--- config.mk ---
export PLATFORM = sky130hd
export DESIGN_NAME = qcm_front
export DESIGN_NICKNAME = d
export VERILOG_FILES = /design/src/qcm_pkg.sv /design/src/qcm_front.sv
export SDC_FILE = /design/constraint.sdc
export NUM_CORES = 2
export LEC_CHECK = 0
export BUFFER_PORTS_ARGS = -buffer_cell sky130_fd_sc_hd__buf_2
export CORE_AREA = 2 2 425 427
export DETAILED_ROUTE_END_ITERATION = 7
export DIE_AREA = 0 0 427 429
export SETUP_SLACK_MARGIN = 0.05
export SLEW_MARGIN = 20
export SYNTH_ARGS = -nofsm -noshare
export SYNTH_HDL_FRONTEND = slang
export SYNTH_SLANG_ARGS = --single-unit
--- constraint.sdc ---
create_clock -name clock -period 22.2 [get_ports clock]
set_input_delay 6.66 -clock clock [delete_from_list [all_inputs] [get_ports clock]]
set_output_delay 6.66 -clock clock [all_outputs]
set_load 0.02 [all_outputs]
--- src/qcm_pkg.sv ---
// Shared types and constants for the quadratic chaotic map block.
package qcm_pkg;
   localparam int FRAC_BITS_DEF = 60;
   localparam int WORD_BITS_DEF = 64;
   localparam int NUM_COEFS = 12;
   localparam int IDX_W = 4;
   localparam int CMD_W = 2;
   localparam int QUEUE_DEPTH = 2;

   localparam logic [CMD_W-1:0] CMD_LOAD = 2'd0;
   localparam logic [CMD_W-1:0] CMD_SEED = 2'd1;
   localparam logic [CMD_W-1:0] CMD_STEP = 2'd2;
   localparam logic [CMD_W-1:0] CMD_RSVD = 2'd3;

   typedef enum logic [1:0] {
      OP_SEED = 2'b01,
      OP_STEP = 2'b10
   } op_type;
endpackage

--- src/qcm_front.sv ---
// Front end: decodes commands, stores coefficients, queues seed and step beats.
module qcm_front #(
   parameter int WORD_BITS = qcm_pkg::WORD_BITS_DEF
) (
   input  logic                         clock,
   input  logic                         reset,
   input  logic                         req_push,
   output logic                         req_full,
   input  logic [qcm_pkg::CMD_W-1:0]    req_command,
   input  logic [qcm_pkg::IDX_W-1:0]    req_coef_index,
   input  logic signed [63:0]           req_coef_value,
   input  logic signed [63:0]           req_seed_x,
   input  logic signed [63:0]           req_seed_y,
   output logic                         q_valid,
   input  logic                         q_take,
   input  logic                         back_busy,
   output qcm_pkg::op_type              q_op,
   output logic [WORD_BITS-1:0]         q_x,
   output logic [WORD_BITS-1:0]         q_y,
   output logic [WORD_BITS-1:0]         coef [qcm_pkg::NUM_COEFS]
);
   localparam int D = qcm_pkg::QUEUE_DEPTH;
   localparam int PW = $clog2(D);

   logic [WORD_BITS-1:0] coef_ff [qcm_pkg::NUM_COEFS];
   qcm_pkg::op_type      op_ff [D];
   logic [WORD_BITS-1:0] x_ff [D];
   logic [WORD_BITS-1:0] y_ff [D];
   logic [PW-1:0]        wp_ff, rp_ff;
   logic [PW:0]          cnt_ff;
   logic                 acc, enq, deq;

   // a load waits until no queued beat and no running step can still read the coefficients
   assign req_full = (cnt_ff == (PW+1)'(D)) ||
                     (req_command == qcm_pkg::CMD_LOAD && (cnt_ff != '0 || back_busy));
   assign acc = req_push && !req_full;
   assign enq = acc && (req_command == qcm_pkg::CMD_SEED || req_command == qcm_pkg::CMD_STEP);
   assign q_valid = (cnt_ff != '0);
   assign deq = q_valid && q_take;
   assign q_op = op_ff[rp_ff];
   assign q_x = x_ff[rp_ff];
   assign q_y = y_ff[rp_ff];
   assign coef = coef_ff;

   always_ff @(posedge clock) begin
      if (reset) begin
         wp_ff <= '0;
         rp_ff <= '0;
         cnt_ff <= '0;
         for (int i = 0; i < qcm_pkg::NUM_COEFS; i++) coef_ff[i] <= '0;
      end else begin
         if (acc && req_command == qcm_pkg::CMD_LOAD &&
             req_coef_index < qcm_pkg::IDX_W'(qcm_pkg::NUM_COEFS))
            coef_ff[req_coef_index] <= req_coef_value[WORD_BITS-1:0];
         if (enq) begin
            op_ff[wp_ff] <= (req_command == qcm_pkg::CMD_SEED) ?
                            qcm_pkg::OP_SEED : qcm_pkg::OP_STEP;
            x_ff[wp_ff] <= req_seed_x[WORD_BITS-1:0];
            y_ff[wp_ff] <= req_seed_y[WORD_BITS-1:0];
            wp_ff <= (wp_ff == PW'(D-1)) ? '0 : wp_ff + 1'b1;
         end
         if (deq) rp_ff <= (rp_ff == PW'(D-1)) ? '0 : rp_ff + 1'b1;
         cnt_ff <= cnt_ff + (PW+1)'(enq) - (PW+1)'(deq);
      end
   end

   a_no_overflow: assert property (@(posedge clock) disable iff (reset)
      req_full |-> !enq) else $error("queue overflow");
   a_cnt_bound: assert property (@(posedge clock) disable iff (reset)
      cnt_ff <= (PW+1)'(D)) else $error("count out of range");
   a_deq_nonempty: assert property (@(posedge clock) disable iff (reset)
      deq |-> cnt_ff != '0) else $error("pop of empty queue");
endmodule

==> results.cfg <==
[power_and_ir_drop]
combPwrFrac_pct = 10.1
intPower_mw = 3.231
p_leak_nw = 25.13
p_switching_mw = 1.107
p_sw_share_pct = 25.52
power_density_nw_per_um2 = 85.65
ir_worst_vdd_mv = 0.05789
power_frac_clock_pct = 44.1
power_frac_seq_pct = 45.8
power_mw = 4.338

[worst_setup_path]
endpoint_kind = primary output
r2r-end = x_ff[1][38]
cp_num_cells = 6
cp_slowest_stage_delay_ps = 240
cp_top_family = buffers and inverters
cpMostUsedCell = buf_2
r2r-start = cnt_ff[0]
crit_buf_inv = 3
crit_slowest_cell = ha_1
cp.required_ps = 15540
startpoint_type = input pin
cp_cell_sequence = buf_2 -> inv_1 -> ha_1 -> o21ai_0 -> nand2_1 -> buf_2
critPathMaxFanout = 3
crit_type = input pin to primary output
r2r_slack_ps = 18740
arrival_ps = 7800
rr_worst_depth = 5

[timing]
finalSetupViolations = 0
tightest_slew_ps = 1092
timing.final.crit_share_pct = 65.16
rsz0062_at_grt = no
slew_headroom_pct = 27.22
fin_setup_tns_ps = 0
slew_violations = 0
setup_ws_ps = 7735
skew_ps = 37.91
fmax_mhz = 69.13
fin_crit_ps = 14460
hold_viol_final = 0

[detailed_routing]
dr_total_vias = 26415
drc = 0
totalWireLength_um = 137600
wl_met2_um = 70340
ant_nets = 0
drt_iter0_markers = 1192
dr.pass1.iters = 5
highest_layer = met5
routed_via_density = 4.046
met3_length_um = 8898
avgRoutedWirePerCell_um = 21.08
wl_met1_um = 52380

[cells_and_area]
final_cell_mix = 1101 x buf_2, 832 x nand2b_1, 772 x dfxtp_1, 768 x mux2i_1, 260 x edfxtp_1
nets = 4272
nFillCells = 18499
areaGrowthSynthToFinish_pct = 28.94
layoutNonFillerInstCount = 6528
post-route-util_pct = 28.45
mostFrequentLayoutCell = buf_2
final_layout_size_suffix_gt1_share_pct = 35.01

[die]
core-area_um2 = 178000
start_util_pct = 22.07
die_area_um2 = 183200
rows = 155
die_h_um = 429
fp.dieW_um = 427
io_pins = 1103

[placed_design]
dp_hpwl_um = 94960
gp_congestion = 0.7951
placed_cells = 6307
pre_cts_ws_ps = 7644
io_buffers = 1102

[cts]
insertion_delay_ps = 760
cts_setup_buffers = 0
cts_resized = 0
ctsHoldBuffers = 0
cts_buffers = 111
htree_num_levels = 3
ctsRootBufferMaster = clkbuf_16
clock_path_buffers = 3
cts_tree = built
cts.sinks = 1033
cts.clk_slew.worst_paths_ps = 60

[yosys]
synth_xor_area_share_pct = 0.04459
synth_area_um2 = 39290
synth.area.top_cells = dfxtp_1 39%, edfxtp_1 20%, mux2i_1 20%
synth_edf_count = 260
synthArstFlopShare_pct = 0
yosysTopAreaCell = dfxtp_1
seq_area_frac_synth_pct = 59.26
synthMuxAreaShare_pct = 23.32
yosys_warnings = 0
synth_seq_cells = 1033
synth_compound_gate_area_share_pct = 0.02548
yosys.area_share.simple_pct = 13.79
synth_ff_type = dfxtp_1
synth_top_family_by_area = multiplexers
syn_area_per_cell_um2 = 12.80
synth_top_area_share_pct = 39.39
syn_inst = 3069
synthAdderAreaFrac_pct = 0.1274
synthesis.nets = 3276
netlist-cell-type-count = 28

[hold_path]
min_path_cells = 2
hp-class = flip-flop to flip-flop
hold_end = coef[694]
hp-start = coef[694]

[global_routing]
antenna_found_initial = 20
grt_pass1_vias = 26557
grt_overflow = 0
track_usage_pct = 14.27
grt_max_degree = 218
grt_pass1_wl_um = 190300

[run_status]
outcome = completed

[flow_run]
maxCapViolCount = 0
-- cell families after synthesis --
group                      Yosys count
DFF                               1033
adders and majority gates            4
buffers and inverters              262
and+or+nand+nor                    867
AOI/OAI and AO/OA                    2
xor gates and xnor gates             2
muxes                              899
-- registers in the layout, indices dropped and copies added, names as in the netlist, named ones only --
signal and cells:
x_ff 128, rp_ff 1, op_ff 4, wp_ff 1, cnt_ff 2, y_ff 128
coef 768
-- power groups by stage --
| stage | Clock (mW) | Combinational (mW) | Sequential, mW |
|---|---|---|---|
| final | 1.91 | 0.438 | 1.99 |
| after global routing | 2.04 | 0.464 | 1.99 |
| after CTS | 1.97 | 0.448 | 1.99 |
| after detailed placement | 0 | 0.445 | 2.03 |
| after global placement | 0 | 0.445 | 2.03 |
| after floorplan | 0 | 0.287 | 2.02 |
-- cells in the mapped netlist (all sizes together) (2+ instances only) --
cell,instances
clkbuf,158
inv,6
nor2,6
and2,2
nand4,9
ha,4
xor2,2
nand2b,833
nor2b,4
edfxtp,260
o21ai,2
mux2,131
dfxtp,773
and3,2
nand3,4
mux2i,768
buf,98
nor3,3
-- tightest hold or removal path, cell delays in order (launching register included) --
cell,delay [ps]
dfxtp_1,310
nand2b_1,60
mux2i_1,60
-- layer usage --
| layer | vias to the layer above | GRT usage (%) |
|---|---|---|
| met4 | 4 | 6.944 |
| met5 | - | 0 |
| li1 | 12343 | - |
| met2 | 826 | 25.66 |
| met1 | 12984 | 15.33 |
| met3 | 258 | 3.765 |
-- stage by stage --
step | cell area (um2) | hold slack, ps
after floorplan | 39290 | 472.5
after global placement | 46820 | 455.9
after detailed placement | 46830 | 457.9
after CTS | 50620 | 471.7
after global routing | 50640 | 486.2
final | 50650 | 468.9
-- final cells by class --
| type | instances | area [um2] | area share [%] |
|---|---|---|---|
| multi-input cells | 1774 | 14720 | 29.06 |
| diodes | 14 | 35.03 | 0.06916 |
| flip-flops and latches | 1033 | 23290 | 45.97 |
| inverters | 6 | 22.52 | 0.04446 |
| clock inverters | 53 | 650.6 | 1.284 |
| well taps | 2355 | 2947 | 5.817 |
| repair buffers | 1139 | 5853 | 11.56 |
| clock buffers | 154 | 3142 | 6.202 |
-- worst max-delay path by stage --
stage                         startpoint           to  slack [ps]
after detailed placement  req_command[1]     req_full        7640
after global routing      req_command[1]     req_full        7600
after floorplan           req_command[0]  op_ff[1][0]        4760
after CTS                 req_command[1]     req_full        7640
after global placement    req_command[0]     req_full        7530
final                     req_command[1]     req_full        7740
Note: power is estimated with default switching activity, not from simulation.
